[src/sv/damped_spring_force_3d_core_defines.svh]
// ---------------------------------------------------------------------------
// damped spring force core: assertion macros
// shared property forms for the checks at the end of the top level
// ---------------------------------------------------------------------------
`ifndef DAMPED_SPRING_FORCE_3D_CORE_DEFINES_SVH
`define DAMPED_SPRING_FORCE_3D_CORE_DEFINES_SVH

// same-cycle implication
`define DSF_ASSERT_IMP(lbl, ante, cons, msg) \
  lbl: assert property (@(posedge clk) disable iff (rst) (ante) |-> (cons)) \
    else $error(msg);

// next-cycle implication
`define DSF_ASSERT_NXT(lbl, ante, cons, msg) \
  lbl: assert property (@(posedge clk) disable iff (rst) (ante) |=> (cons)) \
    else $error(msg);

`endif

[src/sv/dsf_pkg.sv]
// ---------------------------------------------------------------------------
// dsf_pkg
// widths, codes and shared types of the damped spring force core
// ---------------------------------------------------------------------------
package dsf_pkg;

  localparam int CW    = 32;                       // coordinate word
  localparam int FB    = 16;                       // fraction bits
  localparam int CFGW  = 32;                       // register word
  localparam int NAXIS = 3;
  localparam int DW    = CW + 1;                   // separation
  localparam int SQW   = 2 * CW + 2;               // sum of squares
  localparam int RTW   = SQW / 2;                  // distance
  localparam int REMW  = RTW + 3;                  // root remainder
  localparam int QW    = FB + 1;                   // unit component
  localparam int PW    = CW + 2;                   // projected speed
  localparam int STW   = ((RTW > CFGW) ? RTW : CFGW) + 1;
  localparam int AW    = (PW > STW) ? PW : STW;    // multiplicand
  localparam int NDIG  = 3;
  localparam int BNEED = (DW > CFGW) ? DW : CFGW;
  localparam int DG    = (BNEED + NDIG - 1) / NDIG;
  localparam int BW    = NDIG * DG;                // multiplier
  localparam int ACW   = AW + BW + 2;              // accumulator
  localparam int MW    = CW - 1;                   // saturated magnitude
  localparam int SW    = MW + 2;                   // force sum
  localparam int CNTW  = $clog2(RTW + 1);
  localparam int DIGW  = $clog2(NDIG);
  localparam int AXW   = $clog2(NAXIS);
  localparam int CIDXW = 2;

  localparam logic [MW-1:0]   SAT_MAX   = '1;
  localparam logic [AXW-1:0]  LAST_AXIS = AXW'(NAXIS - 1);
  localparam logic [DIGW-1:0] LAST_DIG  = DIGW'(NDIG - 1);
  localparam logic [CNTW-1:0] SQ_LAST   = CNTW'(RTW - 1);
  localparam logic [CNTW-1:0] DV_LAST   = CNTW'(QW - 1);

  typedef enum logic [CIDXW-1:0] {
    REG_STIFFNESS = 2'd0,
    REG_DAMPING   = 2'd1,
    REG_REST      = 2'd2,
    REG_ENABLE    = 2'd3
  } cfg_reg_t;

  typedef enum logic [3:0] {
    OP_NONE, OP_LOAD, OP_MAC, OP_SQRT_INIT, OP_SQRT_STEP, OP_DIV_INIT,
    OP_DIV_STEP, OP_DOT_SAVE, OP_SPR_SAVE, OP_DMP_SAVE, OP_FRC_SAVE, OP_OUT
  } op_t;

  typedef enum logic [2:0] {
    SRC_SQ, SRC_DOT, SRC_SPR, SRC_DMP, SRC_FRC
  } src_t;

  typedef enum logic [3:0] {
    S_IDLE, S_SQ, S_SQRTI, S_SQRT, S_DIVI, S_DIV, S_DOT, S_DOTSV,
    S_SPR, S_SPRSV, S_DMP, S_DMPSV, S_FRC, S_FRCSV, S_FIN
  } state_t;

  typedef struct packed {
    op_t             op;
    src_t            src;
    logic [AXW-1:0]  idx;
    logic [DIGW-1:0] dig;
    logic            clr;
  } cmd_t;

  typedef struct packed {
    logic second;
    logic go;
  } status_t;

  typedef struct packed {
    logic          end_select;
    logic [CW-1:0] pos_x;
    logic [CW-1:0] pos_y;
    logic [CW-1:0] pos_z;
    logic [CW-1:0] vel_x;
    logic [CW-1:0] vel_y;
    logic [CW-1:0] vel_z;
    logic          particle_free;
  } in_item_t;

  typedef struct packed {
    logic [CW-1:0] force_x;
    logic [CW-1:0] force_y;
    logic [CW-1:0] force_z;
    logic          apply_to_first;
    logic          apply_to_second;
  } out_item_t;

endpackage

[src/sv/dsf_if.sv]
// ---------------------------------------------------------------------------
// dsf channel interfaces
// particle item, force result and register write channels
// ---------------------------------------------------------------------------
interface dsf_item_if;
  import dsf_pkg::*;
  logic          valid;
  logic          ready;
  logic          end_select;
  logic [CW-1:0] pos_x;
  logic [CW-1:0] pos_y;
  logic [CW-1:0] pos_z;
  logic [CW-1:0] vel_x;
  logic [CW-1:0] vel_y;
  logic [CW-1:0] vel_z;
  logic          particle_free;
  modport source (output valid, end_select, pos_x, pos_y, pos_z, vel_x, vel_y, vel_z,
                  particle_free, input ready);
  modport sink (input valid, end_select, pos_x, pos_y, pos_z, vel_x, vel_y, vel_z,
                particle_free, output ready);
endinterface

interface dsf_result_if;
  import dsf_pkg::*;
  logic          valid;
  logic          ready;
  logic [CW-1:0] force_x;
  logic [CW-1:0] force_y;
  logic [CW-1:0] force_z;
  logic          apply_to_first;
  logic          apply_to_second;
  modport source (output valid, force_x, force_y, force_z, apply_to_first,
                  apply_to_second, input ready);
  modport sink (input valid, force_x, force_y, force_z, apply_to_first,
                apply_to_second, output ready);
endinterface

interface dsf_cfg_if;
  import dsf_pkg::*;
  logic              valid;
  logic              ready;
  logic [CIDXW-1:0]  index;
  logic [CFGW-1:0]   data;
  modport source (output valid, index, data, input ready);
  modport sink (input valid, index, data, output ready);
endinterface

[src/sv/dsf_ctrl.sv]
// ---------------------------------------------------------------------------
// dsf_ctrl
// sequencer stepping the datapath through one spring computation
// ---------------------------------------------------------------------------
module dsf_ctrl (
  input  logic            clk,
  input  logic            rst,
  input  logic            in_valid,
  output logic            in_ready,
  output logic            out_valid,
  input  logic            out_ready,
  input  dsf_pkg::status_t status,
  output dsf_pkg::cmd_t   cmd
);
  import dsf_pkg::*;

  state_t          state, state_next;
  logic [CNTW-1:0] cnt, cnt_next;
  logic [AXW-1:0]  idx, idx_next;
  logic [DIGW-1:0] dig, dig_next;
  logic            out_valid_next;
  logic            dig_last;
  logic            out_free;

  always_ff @(posedge clk) begin
    if (rst) begin
      state     <= S_IDLE;
      cnt       <= '0;
      idx       <= '0;
      dig       <= '0;
      out_valid <= 1'b0;
    end else begin
      state     <= state_next;
      cnt       <= cnt_next;
      idx       <= idx_next;
      dig       <= dig_next;
      out_valid <= out_valid_next;
    end
  end

  assign dig_last = (dig == LAST_DIG);
  assign out_free = !out_valid || out_ready;

  always_comb begin
    state_next     = state;
    cnt_next       = cnt;
    idx_next       = idx;
    dig_next       = dig;
    in_ready       = 1'b0;
    out_valid_next = out_valid && !out_ready;
    cmd            = '{op: OP_NONE, src: SRC_SQ, idx: idx, dig: dig, clr: 1'b0};
    unique case (state)
      S_IDLE: begin
        in_ready = !rst;
        idx_next = '0;
        dig_next = '0;
        if (in_valid && !rst) begin
          cmd.op = OP_LOAD;
          if (status.second) begin
            state_next = status.go ? S_SQ : S_FIN;
          end
        end
      end
      S_SQ, S_DOT: begin
        cmd.op  = OP_MAC;
        cmd.src = (state == S_SQ) ? SRC_SQ : SRC_DOT;
        cmd.clr = (dig == '0) && (idx == '0);
        dig_next = dig + 1'b1;
        if (dig_last) begin
          dig_next = '0;
          idx_next = idx + 1'b1;
          if (idx == LAST_AXIS) begin
            idx_next   = '0;
            state_next = (state == S_SQ) ? S_SQRTI : S_DOTSV;
          end
        end
      end
      S_SQRTI: begin
        cmd.op     = OP_SQRT_INIT;
        cnt_next   = '0;
        state_next = S_SQRT;
      end
      S_SQRT: begin
        cmd.op   = OP_SQRT_STEP;
        cnt_next = cnt + 1'b1;
        if (cnt == SQ_LAST) begin
          state_next = S_DIVI;
        end
      end
      S_DIVI: begin
        cmd.op     = OP_DIV_INIT;
        cnt_next   = '0;
        state_next = S_DIV;
      end
      S_DIV: begin
        cmd.op   = OP_DIV_STEP;
        cnt_next = cnt + 1'b1;
        if (cnt == DV_LAST) begin
          state_next = S_DOT;
        end
      end
      S_DOTSV: begin
        cmd.op     = OP_DOT_SAVE;
        state_next = S_SPR;
      end
      S_SPR, S_DMP, S_FRC: begin
        cmd.op   = OP_MAC;
        cmd.src  = (state == S_SPR) ? SRC_SPR : ((state == S_DMP) ? SRC_DMP : SRC_FRC);
        cmd.clr  = (dig == '0);
        dig_next = dig + 1'b1;
        if (dig_last) begin
          dig_next   = '0;
          state_next = (state == S_SPR) ? S_SPRSV : ((state == S_DMP) ? S_DMPSV : S_FRCSV);
        end
      end
      S_SPRSV: begin
        cmd.op     = OP_SPR_SAVE;
        state_next = S_DMP;
      end
      S_DMPSV: begin
        cmd.op     = OP_DMP_SAVE;
        idx_next   = '0;
        state_next = S_FRC;
      end
      S_FRCSV: begin
        cmd.op   = OP_FRC_SAVE;
        idx_next = idx + 1'b1;
        state_next = (idx == LAST_AXIS) ? S_FIN : S_FRC;
      end
      S_FIN: begin
        if (out_free) begin
          cmd.op         = OP_OUT;
          out_valid_next = 1'b1;
          state_next     = S_IDLE;
        end
      end
    endcase
  end

endmodule

[src/sv/dsf_datapath.sv]
// ---------------------------------------------------------------------------
// dsf_datapath
// held end, registers, shared multiplier, root and divider units, result
// ---------------------------------------------------------------------------
module dsf_datapath (
  input  logic                        clk,
  input  logic                        rst,
  input  dsf_pkg::cmd_t               cmd,
  output dsf_pkg::status_t            status,
  input  dsf_pkg::in_item_t           in_item,
  output dsf_pkg::out_item_t          out_item,
  input  logic                        cfg_valid,
  input  logic [dsf_pkg::CIDXW-1:0]   cfg_index,
  input  logic [dsf_pkg::CFGW-1:0]    cfg_data
);
  import dsf_pkg::*;

  function automatic logic [MW-1:0] sat_shift(input logic [ACW-1:0] v);
    if (|v[ACW-1:FB+MW]) return SAT_MAX;
    return v[FB +: MW];
  endfunction

  // configuration and held end
  logic [CFGW-1:0] stiff, dampf, rest;
  logic            en;
  logic [CW-1:0]   hv [2*NAXIS];
  logic            hfree, hvalid;

  // working registers
  logic [DW-1:0]   d [NAXIS];
  logic [DW-1:0]   dv [NAXIS];
  logic            bfree, zflag;
  logic [ACW-1:0]  acc;
  logic [SQW-1:0]  rad;
  logic [RTW-1:0]  root;
  logic [REMW-1:0] rem;
  logic [RTW-1:0]  dr [NAXIS];
  logic [QW-1:0]   q [NAXIS];
  logic            nb [NAXIS];
  logic [PW-1:0]   proj;
  logic            dneg, sneg, rneg;
  logic [MW-1:0]   smag, rmag;
  logic [CW-1:0]   f [NAXIS];

  // combinational
  logic [CW-1:0]   posv [NAXIS];
  logic [CW-1:0]   velv [NAXIS];
  logic [DW-1:0]   dmag [NAXIS];
  logic [DW-1:0]   dvmag [NAXIS];
  logic [QW-1:0]   umag [NAXIS];
  logic [STW-1:0]  stretch, stmag;
  logic [AW-1:0]   op_a;
  logic [BW-1:0]   op_b;
  logic            op_sub;
  logic [DG-1:0]   digit;
  logic [AW+DG-1:0] prod;
  logic [ACW-1:0]  addend, base, acc_abs;
  logic [REMW-1:0] rem_t, trial;
  logic [MW-1:0]   dmag_sat, fmag;
  logic [SW-1:0]   spr_s, dmp_s, rsum, rabs;
  logic            fneg;
  logic [CW-1:0]   fval;

  assign status.second = in_item.end_select;
  assign status.go     = hvalid && en && (hfree || in_item.particle_free);

  assign posv[0] = in_item.pos_x;
  assign posv[1] = in_item.pos_y;
  assign posv[2] = in_item.pos_z;
  assign velv[0] = in_item.vel_x;
  assign velv[1] = in_item.vel_y;
  assign velv[2] = in_item.vel_z;

  always_comb begin
    for (int i = 0; i < NAXIS; i++) begin
      dmag[i]  = d[i][DW-1] ? -d[i] : d[i];
      dvmag[i] = dv[i][DW-1] ? -dv[i] : dv[i];
      umag[i]  = (root == '0) ? '0 : q[i];
    end
  end

  assign stretch = STW'(root) - STW'(rest);
  assign stmag   = stretch[STW-1] ? -stretch : stretch;

  // operand selection for the shared multiplier
  always_comb begin
    op_a   = '0;
    op_b   = '0;
    op_sub = 1'b0;
    unique case (cmd.src)
      SRC_SQ: begin
        op_a = AW'(dmag[cmd.idx]);
        op_b = BW'(dmag[cmd.idx]);
      end
      SRC_DOT: begin
        op_a   = AW'(dvmag[cmd.idx]);
        op_b   = BW'(umag[cmd.idx]);
        op_sub = d[cmd.idx][DW-1] ^ dv[cmd.idx][DW-1];
      end
      SRC_SPR: begin
        op_a = AW'(stmag);
        op_b = BW'(stiff);
      end
      SRC_DMP: begin
        op_a = AW'(proj);
        op_b = BW'(dampf);
      end
      SRC_FRC: begin
        op_a = AW'(rmag);
        op_b = BW'(umag[cmd.idx]);
      end
    endcase
  end

  assign digit  = op_b[cmd.dig*DG +: DG];
  assign prod   = op_a * digit;
  assign addend = ACW'(prod) << (DG * cmd.dig);
  assign base   = cmd.clr ? '0 : acc;

  assign rem_t = {rem[REMW-3:0], rad[SQW-1 -: 2]};
  assign trial = REMW'({root, 2'b01});

  assign acc_abs  = acc[ACW-1] ? -acc : acc;
  assign dmag_sat = sat_shift(acc);
  assign spr_s    = sneg ? -SW'(smag) : SW'(smag);
  assign dmp_s    = dneg ? -SW'(dmag_sat) : SW'(dmag_sat);
  assign rsum     = spr_s + dmp_s;
  assign rabs     = rsum[SW-1] ? -rsum : rsum;

  assign fmag = acc[FB +: MW];
  assign fneg = d[cmd.idx][DW-1] ^ rneg;
  assign fval = fneg ? -CW'(fmag) : CW'(fmag);

  // control state and registers
  always_ff @(posedge clk) begin
    if (rst) begin
      stiff  <= '0;
      dampf  <= '0;
      rest   <= '0;
      en     <= 1'b1;
      hfree  <= 1'b0;
      hvalid <= 1'b0;
    end else begin
      if (cfg_valid) begin
        unique case (cfg_reg_t'(cfg_index))
          REG_STIFFNESS: stiff <= cfg_data;
          REG_DAMPING:   dampf <= cfg_data;
          REG_REST:      rest  <= cfg_data;
          REG_ENABLE:    en    <= cfg_data[0];
        endcase
      end
      if (cmd.op == OP_LOAD) begin
        if (!in_item.end_select) begin
          hfree  <= in_item.particle_free;
          hvalid <= 1'b1;
        end else begin
          hvalid <= 1'b0;
        end
      end
    end
  end

  // payload
  always_ff @(posedge clk) begin
    unique case (cmd.op)
      OP_NONE: begin
      end
      OP_LOAD: begin
        if (!in_item.end_select) begin
          for (int i = 0; i < NAXIS; i++) begin
            hv[i]         <= posv[i];
            hv[NAXIS + i] <= velv[i];
          end
        end else begin
          for (int i = 0; i < NAXIS; i++) begin
            d[i]  <= {hv[i][CW-1], hv[i]} - {posv[i][CW-1], posv[i]};
            dv[i] <= {hv[NAXIS + i][CW-1], hv[NAXIS + i]} - {velv[i][CW-1], velv[i]};
          end
          bfree <= in_item.particle_free;
          zflag <= !status.go;
        end
      end
      OP_MAC: begin
        acc <= op_sub ? base - addend : base + addend;
      end
      OP_SQRT_INIT: begin
        rad  <= acc[SQW-1:0];
        root <= '0;
        rem  <= '0;
      end
      OP_SQRT_STEP: begin
        rad <= rad << 2;
        if (rem_t >= trial) begin
          rem  <= rem_t - trial;
          root <= {root[RTW-2:0], 1'b1};
        end else begin
          rem  <= rem_t;
          root <= {root[RTW-2:0], 1'b0};
        end
      end
      OP_DIV_INIT: begin
        for (int i = 0; i < NAXIS; i++) begin
          dr[i] <= RTW'(dmag[i] >> 1);
          nb[i] <= dmag[i][0];
          q[i]  <= '0;
        end
      end
      OP_DIV_STEP: begin
        for (int i = 0; i < NAXIS; i++) begin
          nb[i] <= 1'b0;
          if ({dr[i], nb[i]} >= {1'b0, root}) begin
            dr[i] <= RTW'({dr[i], nb[i]} - {1'b0, root});
            q[i]  <= {q[i][QW-2:0], 1'b1};
          end else begin
            dr[i] <= {dr[i][RTW-2:0], nb[i]};
            q[i]  <= {q[i][QW-2:0], 1'b0};
          end
        end
      end
      OP_DOT_SAVE: begin
        dneg <= !acc[ACW-1];
        proj <= acc_abs[FB +: PW];
      end
      OP_SPR_SAVE: begin
        smag <= sat_shift(acc);
        sneg <= !stretch[STW-1];
      end
      OP_DMP_SAVE: begin
        rneg <= rsum[SW-1];
        rmag <= (|rabs[SW-1:MW]) ? SAT_MAX : rabs[MW-1:0];
      end
      OP_FRC_SAVE: begin
        f[cmd.idx] <= fval;
      end
      OP_OUT: begin
        out_item.force_x         <= zflag ? '0 : f[0];
        out_item.force_y         <= zflag ? '0 : f[1];
        out_item.force_z         <= zflag ? '0 : f[2];
        out_item.apply_to_first  <= !zflag && hfree;
        out_item.apply_to_second <= !zflag && bfree;
      end
    endcase
  end

endmodule

[src/sv/damped_spring_force_3d_core.sv]
// ---------------------------------------------------------------------------
// damped_spring_force_3d_core
// damped spring force between two particle ends in Q16.16
// ---------------------------------------------------------------------------
// channel  dir  transfer when         carries
// item     in   valid & ready         one particle end
// result   out  valid & ready         force on first end and apply flags
// cfg      in   valid & ready (!rst)  register index and value
//
// a first end leaves the input ready again in the next cycle; a second end holds
// the input from its transfer to the next free input slot, set by the
// one-bit-per-cycle square root (33 steps), the three parallel dividers (17
// steps) and the shared multiplier (eleven products of three digits each)
// a second end with no held first end, spring off or both ends fixed skips the
// computation and yields a zero force with both flags clear
// reset clears the held end and the registers; the spring starts enabled
// a waiting result does not block the next item; a new result waits for it
// ---------------------------------------------------------------------------
`include "damped_spring_force_3d_core_defines.svh"

module damped_spring_force_3d_core (
  input  logic          clk,
  input  logic          rst,
  dsf_item_if.sink      item,
  dsf_result_if.source  result,
  dsf_cfg_if.sink       cfg
);
  import dsf_pkg::*;

  cmd_t      cmd;
  status_t   status;
  in_item_t  in_item;
  out_item_t out_item;

  assign in_item.end_select    = item.end_select;
  assign in_item.pos_x         = item.pos_x;
  assign in_item.pos_y         = item.pos_y;
  assign in_item.pos_z         = item.pos_z;
  assign in_item.vel_x         = item.vel_x;
  assign in_item.vel_y         = item.vel_y;
  assign in_item.vel_z         = item.vel_z;
  assign in_item.particle_free = item.particle_free;

  assign result.force_x         = out_item.force_x;
  assign result.force_y         = out_item.force_y;
  assign result.force_z         = out_item.force_z;
  assign result.apply_to_first  = out_item.apply_to_first;
  assign result.apply_to_second = out_item.apply_to_second;

  assign cfg.ready = !rst;

  dsf_ctrl u_ctrl (
    .clk       (clk),
    .rst       (rst),
    .in_valid  (item.valid),
    .in_ready  (item.ready),
    .out_valid (result.valid),
    .out_ready (result.ready),
    .status    (status),
    .cmd       (cmd)
  );

  dsf_datapath u_datapath (
    .clk       (clk),
    .rst       (rst),
    .cmd       (cmd),
    .status    (status),
    .in_item   (in_item),
    .out_item  (out_item),
    .cfg_valid (cfg.valid),
    .cfg_index (cfg.index),
    .cfg_data  (cfg.data)
  );

  `DSF_ASSERT_NXT(a_second_end_busy, item.valid && item.ready && item.end_select, !item.ready, "input taken during a spring computation")
  `DSF_ASSERT_NXT(a_first_end_quick, item.valid && item.ready && !item.end_select, item.ready, "first end held up the input")
  `DSF_ASSERT_IMP(a_zero_when_unused, result.valid && !result.apply_to_first && !result.apply_to_second, result.force_x == '0 && result.force_y == '0 && result.force_z == '0, "force without any end taking it")

endmodule
[src/flat_wrapper.sv]
// flat-port wrapper written by rule: the top's interface ports become plain ports
module damped_spring_force_3d_core_flat import dsf_pkg::*;
  (clk, rst, item_valid, item_end_select, item_pos_x, item_pos_y, item_pos_z, item_vel_x, item_vel_y, item_vel_z, item_particle_free, item_ready, result_valid, result_force_x, result_force_y, result_force_z, result_apply_to_first, result_apply_to_second, result_ready, cfg_valid, cfg_index, cfg_data, cfg_ready);
  dsf_item_if item_i ();
  dsf_result_if result_i ();
  dsf_cfg_if cfg_i ();
  input  logic clk;
  input  logic rst;
  input wire logic [$bits(item_i.valid)-1:0] item_valid;
  input wire logic [$bits(item_i.end_select)-1:0] item_end_select;
  input wire logic [$bits(item_i.pos_x)-1:0] item_pos_x;
  input wire logic [$bits(item_i.pos_y)-1:0] item_pos_y;
  input wire logic [$bits(item_i.pos_z)-1:0] item_pos_z;
  input wire logic [$bits(item_i.vel_x)-1:0] item_vel_x;
  input wire logic [$bits(item_i.vel_y)-1:0] item_vel_y;
  input wire logic [$bits(item_i.vel_z)-1:0] item_vel_z;
  input wire logic [$bits(item_i.particle_free)-1:0] item_particle_free;
  output wire logic [$bits(item_i.ready)-1:0] item_ready;
  output wire logic [$bits(result_i.valid)-1:0] result_valid;
  output wire logic [$bits(result_i.force_x)-1:0] result_force_x;
  output wire logic [$bits(result_i.force_y)-1:0] result_force_y;
  output wire logic [$bits(result_i.force_z)-1:0] result_force_z;
  output wire logic [$bits(result_i.apply_to_first)-1:0] result_apply_to_first;
  output wire logic [$bits(result_i.apply_to_second)-1:0] result_apply_to_second;
  input wire logic [$bits(result_i.ready)-1:0] result_ready;
  input wire logic [$bits(cfg_i.valid)-1:0] cfg_valid;
  input wire logic [$bits(cfg_i.index)-1:0] cfg_index;
  input wire logic [$bits(cfg_i.data)-1:0] cfg_data;
  output wire logic [$bits(cfg_i.ready)-1:0] cfg_ready;
  assign item_i.valid = item_valid;
  assign item_i.end_select = item_end_select;
  assign item_i.pos_x = item_pos_x;
  assign item_i.pos_y = item_pos_y;
  assign item_i.pos_z = item_pos_z;
  assign item_i.vel_x = item_vel_x;
  assign item_i.vel_y = item_vel_y;
  assign item_i.vel_z = item_vel_z;
  assign item_i.particle_free = item_particle_free;
  assign item_ready = item_i.ready;
  assign result_valid = result_i.valid;
  assign result_force_x = result_i.force_x;
  assign result_force_y = result_i.force_y;
  assign result_force_z = result_i.force_z;
  assign result_apply_to_first = result_i.apply_to_first;
  assign result_apply_to_second = result_i.apply_to_second;
  assign result_i.ready = result_ready;
  assign cfg_i.valid = cfg_valid;
  assign cfg_i.index = cfg_index;
  assign cfg_i.data = cfg_data;
  assign cfg_ready = cfg_i.ready;
  damped_spring_force_3d_core u_core (.clk(clk), .rst(rst), .item(item_i), .result(result_i), .cfg(cfg_i));
endmodule
[config.mk]
export PLATFORM = sky130hd
export DESIGN_NAME = damped_spring_force_3d_core_flat
export DESIGN_NICKNAME = d
export VERILOG_FILES = /design/src/sv/dsf_pkg.sv /design/src/sv/dsf_if.sv /design/src/sv/dsf_ctrl.sv /design/src/sv/dsf_datapath.sv /design/src/sv/damped_spring_force_3d_core.sv /design/src/flat_wrapper.sv
export VERILOG_INCLUDE_DIRS = /design/src /design/src/sv
export SDC_FILE = /design/constraint.sdc
export NUM_CORES = 2
export LEC_CHECK = 0
export BUFFER_PORTS_ARGS = -buffer_cell sky130_fd_sc_hd__buf_4
export CAP_MARGIN = 20
export CORE_AREA = 5 5 382 384
export CTS_CLUSTER_DIAMETER = 80
export DETAILED_ROUTE_END_ITERATION = 6
export DIE_AREA = 0 0 387 389
export GPL_TIMING_DRIVEN = 0
export MAX_ROUTING_LAYER = met4
export PLACE_DENSITY = 0.81
export SLEW_MARGIN = 5
export SYNTH_ARGS = -nofsm -noshare
export SYNTH_HDL_FRONTEND = slang
export SYNTH_SLANG_ARGS = --single-unit
[constraint.sdc]
create_clock -name clk -period 32.8 [get_ports clk]
set_input_delay 3.28 -clock clk [delete_from_list [all_inputs] [get_ports clk]]
set_output_delay 3.28 -clock clk [all_outputs]
set_load 0.01 [all_outputs]
# Word-level counts from Yosys, hierarchy flattened
# Memories as Yosys holds them, arrays and structs flattened. A register that Yosys moved wholly into a read port is not among the register bits.
# Index checks and enable logic that the tools add are counted.
dict set report totals {
  reg_bits 419
  ramBits 639
  input_bits 233
  out_inout_bits 101
  word_cells 295
  n_memories 7
}
# memory depth word_bits rd rd_ports_with_merged_regs wr line_no
set mem_list {}
lappend mem_list {u_core.u_datapath.hv 6 32 6 0 6 dsf_datapath.sv:26} ;# logic [CW-1:0] hv [2*NAXIS];
lappend mem_list {u_core.u_datapath.d 3 33 4 1 3 dsf_datapath.sv:30} ;# logic [DW-1:0] d [NAXIS];
lappend mem_list {u_core.u_datapath.dr 3 33 3 0 3 dsf_datapath.sv:37} ;# logic [RTW-1:0] dr [NAXIS];
lappend mem_list {u_core.u_datapath.dv 3 33 4 1 3 dsf_datapath.sv:31} ;# logic [DW-1:0] dv [NAXIS];
lappend mem_list {u_core.u_datapath.f 3 32 3 3 1 dsf_datapath.sv:43} ;# logic [CW-1:0] f [NAXIS];
lappend mem_list {u_core.u_datapath.q 3 17 3 0 3 dsf_datapath.sv:38} ;# logic [QW-1:0] q [NAXIS];
lappend mem_list {{1 more memories} -- -- -- -- -- --}
dict set report classes {
  add_sub_neg 29
  multipliers 2
  order_cmp 5
  eq_ne 44
  n_shift 2
  muxes 119
  bitwise 19
  n_reduce_logical 43
}
# op n
set ops {}
lappend ops {{2-to-1 mux 33 bit} 19}
lappend ops {{negation 33 bit} 7}
lappend ops {{subtractor 32 x 32 -> 33 bit} 6}
lappend ops {{2-to-1 mux 17 bit} 11}
lappend ops {{one-hot mux 34 bit (5 select lines)} 1}
lappend ops {{2-to-1 mux 69 bit} 2}
lappend ops {{binary-select mux 33 bit (select 2 bit)} 2}
lappend ops {{one-hot mux 33 bit (4 select lines)} 1}
lappend ops {{one-hot mux 66 bit (2 select lines)} 1}
lappend ops {{>= comparator 34 x 33 -> 1 bit} 3}
lappend ops {{subtractor 33 bit} 3}
lappend ops {{2-to-1 mux 31 bit} 3}
lappend ops {{adder 69 bit} 1}
lappend ops {{left shift 45 x 6 -> 69 bit} 1}
lappend ops {{subtractor 69 bit} 1}
lappend ops {{2-to-1 mux 34 bit} 2}
lappend ops {{one-hot mux 34 bit (2 select lines)} 1}
lappend ops {{negation 31 -> 33 bit} 2}
lappend ops {{one-hot mux 33 bit (2 select lines)} 1}
lappend ops {{2-to-1 mux 50 bit} 1}
lappend ops {{negation 50 bit} 1}
lappend ops {{one-hot mux 4 bit (12 select lines)} 1}
lappend ops {{multiplier 34 x 11 -> 45 bit} 1}
lappend ops {{== test 4 bit, second input constant} 11}
lappend ops {{53 further kinds} 180}

# Depth between registers and ports, before layout
dict set report depth {
  word_depth 12
  mapped_depth 68
  depth_no_buf 64
}

# Cells and area by module
# Synthesis repeated with hierarchy kept, for this count alone.
dict set report unflattened {
  cells_unflattened 10225
  area_unflattened_um2 92596.3
}
# module n_inst cells_per_inst area_each_um2 seq_area_each_um2
set modules_own_cells {}
lappend modules_own_cells {dsf_datapath 1 10041 91293.8 33201.8}
lappend modules_own_cells {dsf_ctrl 1 183 1298.7 300.3}
lappend modules_own_cells {damped_spring_force_3d_core 1 1 3.8 0.0}

# Worst setup path before layout
# No wires, ideal clock.
dict set report synth_path {
  kind {register -> register}
  startpoint {register u_core.u_datapath.root[1]}
  endpoint {register u_core.u_datapath.acc[65], data pin}
  setup_ps 195
  arrival_ps 15316
  t_required_ps 32605
  slack_ps 17289
  path_stages_with_launch 63
  n_path_buf 2
  period_less_slack_ps 15511
  cell_sequence {edfxtp_1 -> ha_1 -> nor2b_1 -> o21ai_0 -> a21boi_0 -> o21ai_0 -> a21oi_1 -> o21ai_0 -> a21boi_0 -> o41ai_1 -> a2111oi_0 -> o211ai_1 -> a21oi_1 -> o21ai_0 -> clkbuf_1 -> nand3b_1 -> xor2_1 -> a211oi_1 -> (+27 left out) -> xor2_1 -> ha_1 -> a21o_1 -> a21oi_1 -> nor2b_1 -> o21a_1 -> o21a_1 -> o21ai_0 -> nand2b_1 -> a21oi_1 -> o22ai_1 -> a311oi_1 -> a21oi_1 -> a31o_2 -> a41o_1 -> or4_1 -> a2111o_1 -> o311ai_0}
}
dict set report synth_between {
  elab_chain_cells 11
  word_cells_on_any_way 18
  classes_between {4 x add/sub; 1 x mul; 2 x shift; 10 x mux; 1 x reduce/logical}
}
# element line_no
set synth_lines {}
lappend synth_lines {{start: declaration} dsf_datapath.sv:35} ;# logic [RTW-1:0] root;
lappend synth_lines {{start signal: assignment} dsf_datapath.sv:195} ;# root <= {root[RTW-2:0], 1'b1};
lappend synth_lines {{start signal: assignment} dsf_datapath.sv:198} ;# root <= {root[RTW-2:0], 1'b0};
lappend synth_lines {{branches (longest 7 deep; another with subtractor 33 x 32 -> 34 bit)} --}
lappend synth_lines {{multiplier 34 x 11 -> 45 bit (*)} dsf_datapath.sv:116} ;# assign prod = op_a * digit;
lappend synth_lines {{left shift 45 x 6 -> 69 bit (*)} dsf_datapath.sv:117} ;# assign addend = ACW'(prod) << (DG * cmd.dig);
lappend synth_lines {{adder 69 bit / subtractor 69 bit (equally long branches)} dsf_datapath.sv:184} ;# acc <= op_sub ? base - addend : base + addend;
lappend synth_lines {{2-to-1 mux 69 bit (*)} dsf_datapath.sv:184}
lappend synth_lines {{end signal: assignment} dsf_datapath.sv:184}
lappend synth_lines {{end: declaration} dsf_datapath.sv:33} ;# logic [ACW-1:0] acc;
# Mark *: on every way between the ends. The select of a mux whose other input is x is not followed.
# A chain may end at the register's enable or synchronous reset.

# Final worst setup path
# Ends and elaborated chain as after synthesis.

==> impl_metrics.ini <==
[setup_path]
timing.reg2reg.worst_path_depth = 62
type_of_element_launching_the_critical_path = register
crit_path_end_kind = register
cp_max_fo = 10
regToRegSetupSlack_ns = 11.57
critical_path_arrival_ns = 21.77
setup.worst_path.class = reg2reg
r2r_start = u_core.u_datapath.root[1]
timing.rr.end = u_core.u_datapath.acc[65]
max_stage_delay_ns = 1.01
timing.critical_path.from = u_core.u_datapath.root[1]
cp.required_ns = 33.34
cpMaxStageDelayCell = sky130_fd_sc_hd__o211ai_1

[floorplan]
area_of_the_placeable_core_mm2 = 0.142
boundaryPins = 334
num_rows = 139
chipHeight_um = 389
initial_core_util = 0.644
fp.dieW_um = 387
die_footprint_mm2 = 0.151

[timing]
final_min_period_over_clock_period = 0.647
finalClockSkew_ns = 0.0762
timing.max_slew.rel_slack = 0.0953
tightestPinTransition_ns = 1.35
finalHoldWorstSlack_ns = 0.454
timing.fmax_mhz = 47.1
period_minus_slack_ns = 21.23
setup_repair_after_global_routing_missed_its_margin = false
setup_total_negative_slack_ns = 0
final_hold_viol_count = 0
slew_violations = 0
final-setup-viol-count = 0

[detailed_routing]
vias = 84900
post-route-drc-count = 26
antenna_violating_nets_post_route = 0
dr.pass1.iters = 7
postRouteWirelength_um = 338000
average_wire_length_per_cell_after_detail_routing_um = 26.7
drt_iter0_drc = 12400
avgViaCountPerCell = 6.72

[worst_hold_path]
min_from = u_core.u_datapath.rest[17]
min_delay_worst_endpoint = u_core.u_datapath.rest[17]
min_path_cells = 2
worstHoldPathType = reg2reg

[yosys]
yosys-top-cells-count = sky130_fd_sc_hd__nand2_1, sky130_fd_sc_hd__edfxtp_1, sky130_fd_sc_hd__nor2_1
synth-warning-count = 0
synthAdderAreaFrac = 0.142
synth-seq-area-share = 0.366
synth_compound_area_frac = 0.167
synthXorXnorAreaFrac = 0.0741
synth_nets = 11200
synth.most_common_cell = sky130_fd_sc_hd__nand2_1
postSynthRegisterBits = 1156
post_synth_mux_area_share = 0.0180
post_synth_instance_area_mm2 = 0.0917
synth_largest_type_area_fraction = 0.340
synthFlopType = sky130_fd_sc_hd__edfxtp_1
synth_area_per_cell_um2 = 9.12
ys_async_sr_fraction = 0
synth-edff-count = 1039
synth.top_cells.by_area = sky130_fd_sc_hd__edfxtp_1, sky130_fd_sc_hd__ha_1, sky130_fd_sc_hd__fa_1
main_combinational_cell_family_by_area_after_synthesis = simple AND/OR/NAND/NOR gates
syn_inst = 10100
synth_area_leader_cell = sky130_fd_sc_hd__edfxtp_1
distinct_cell_type_count_after_synthesis = 104
post_synthesis_share_of_cell_area_spent_on_and_or_nand_and_nor_gates = 0.184

[clocking]
cts.reportedPaths.clkPinSlew_ns = 0.06
cts_made_buffers = 133
buffers_from_clock_root_to_sink_at_most = 3
post_cts_hold_buffer_count = 0
clock_tree_from_tritoncts = done
cts.repair_timing.setup_buffer_count = 0
clk-insertion-delay-late_ns = 0.81
post_cts.resized_instances = 0
cts_num_sinks = 1156
cts.root.buffer_cell = sky130_fd_sc_hd__clkbuf_16
cts-htree-levels = 4

[final_layout]
layout-drive-gt1-share = 0.0794
fin_nets = 11700
cell_count_final_fillers_out = 12600
syn_to_final_growth_pct = 11.3
fillCellCount = 10500
fin_util = 0.717

[placement]
gp_congestion = 1.16
detailed_place_hpwl_um = 264000
placed_cells = 12300
io_buffers = 332

[grt]
global_route_wire_length_before_repair_um = 498000
antenna_found_initial = 35
grt_pass1_vias = 81100
groute.usage.overall = 0.446
grt_overflow = 0
maximum_number_of_pins_on_one_net_before_global_route_repair = 75

[outcome]
result_of_the_run = finished, violations left
failed_checks = design-rule violations

[job]
cap_violations = 0
## area by class of cell
type / instances / area (um2) / share of cell area
Clock inverter: 77 / 890 / 0.00872
Sequential cell: 1156 / 33500 / 0.329
Buffer: 437 / 1650 / 0.0162
Multi-Input combinational cell: 7708 / 53800 / 0.527
Timing Repair Buffer: 401 / 3360 / 0.0329
Inverter: 755 / 2840 / 0.0278
Antenna cell: 44 / 110 / 0.00108
Clock buffer: 165 / 3530 / 0.0346
Tap cell: 1903 / 2380 / 0.0233
## critical path: cells and delay by family (launching register included)
family	cells	cell delay, ns
AOI/OAI and AO/OA	36	10.89
adders and majority gates	8	3.65
and+or+nand+nor	9	2.82
buffers and inverters	5	1.19
DFF	1	0.90
xor gates and xnor gates	3	0.81
muxes	1	0.68
## metal layers
layer / track usage / part of all wire / wire, um / up-vias
li1: - / - / - / 37000
met1: 0.570 / 0.37 / 126000 / 40400
met2: 0.630 / 0.41 / 140000 / 6139
met3: 0.158 / 0.15 / 50700 / 1387
met4: 0.224 / 0.064 / 21700 / 0
met5: - / 0 / 0 / -
## cell usage in the layout, fill, tap and decap left out, drive strengths merged, types with 46 or more instances in the layout
cell type	Yosys	layout
buf	61	457
mux2i	108	108
o31ai	88	88
clkbuf	376	545
xor2	266	266
a21o	142	142
o22ai	46	46
nor3	228	228
a211oi	102	102
or2	106	106
nor2b	219	219
or3	118	118
nor2	1004	1004
inv	751	758
a31oi	79	79
nand2	1076	1076
nand4	63	63
and2	160	160
dfxtp	117	117
clkinv	4	63
fa	299	299
o21a	90	90
nand2b	113	113
edfxtp	1039	1039
o41ai	56	56
nand3	234	234
o211ai	78	78
a221oi	66	66
or4	47	47
o21ai	475	475
xnor2	510	510
and3	70	70
a21boi	58	58
ha	563	563
a21oi	682	682
nor4	57	57
## worst max-delay path by stage
stage | end | cells after the start
after floorplan | u_core.u_datapath.acc[65] | 62
after global placement | u_core.u_datapath.acc[65] | 62
after detailed placement | u_core.u_datapath.acc[65] | 62
after CTS | u_core.u_datapath.acc[65] | 62
after global routing | u_core.u_datapath.acc[65] | 62
final | u_core.u_datapath.acc[65] | 62
## cell families after synthesis
group,after synthesis
buffers and inverters,1192
AOI/OAI and AO/OA,2342
adders and majority gates,862
and+or+nand+nor,3576
xor gates and xnor gates,776
DFF,1156
muxes,152
## sequential cells by signal, indices dropped and copies added (netlist names), 33 cells and up, named ones only
name and cells:
u_core.u_datapath.proj 34, u_core.u_datapath.q 51, u_core.u_datapath.dv 99, u_core.u_datapath.hv 192
u_core.u_datapath.root 33, u_core.u_datapath.dr 99, u_core.u_datapath.rem 34, u_core.u_datapath.d 99
u_core.u_datapath.acc 69, u_core.u_datapath.rad 66, u_core.u_datapath.f 96
## through the flow
stage	setup slack, ns	area (um2)
2_1_floorplan	17.29	91700
3_3_place_gp	12.76	96600
3_5_place_dp	12.65	97400
4_1_cts	12.54	102000
5_1_grt	11.01	102000
6_report	11.57	102000
Power is not shown: default switching activity piles up to over one toggle a cycle in this logic, so the estimate is an artifact.
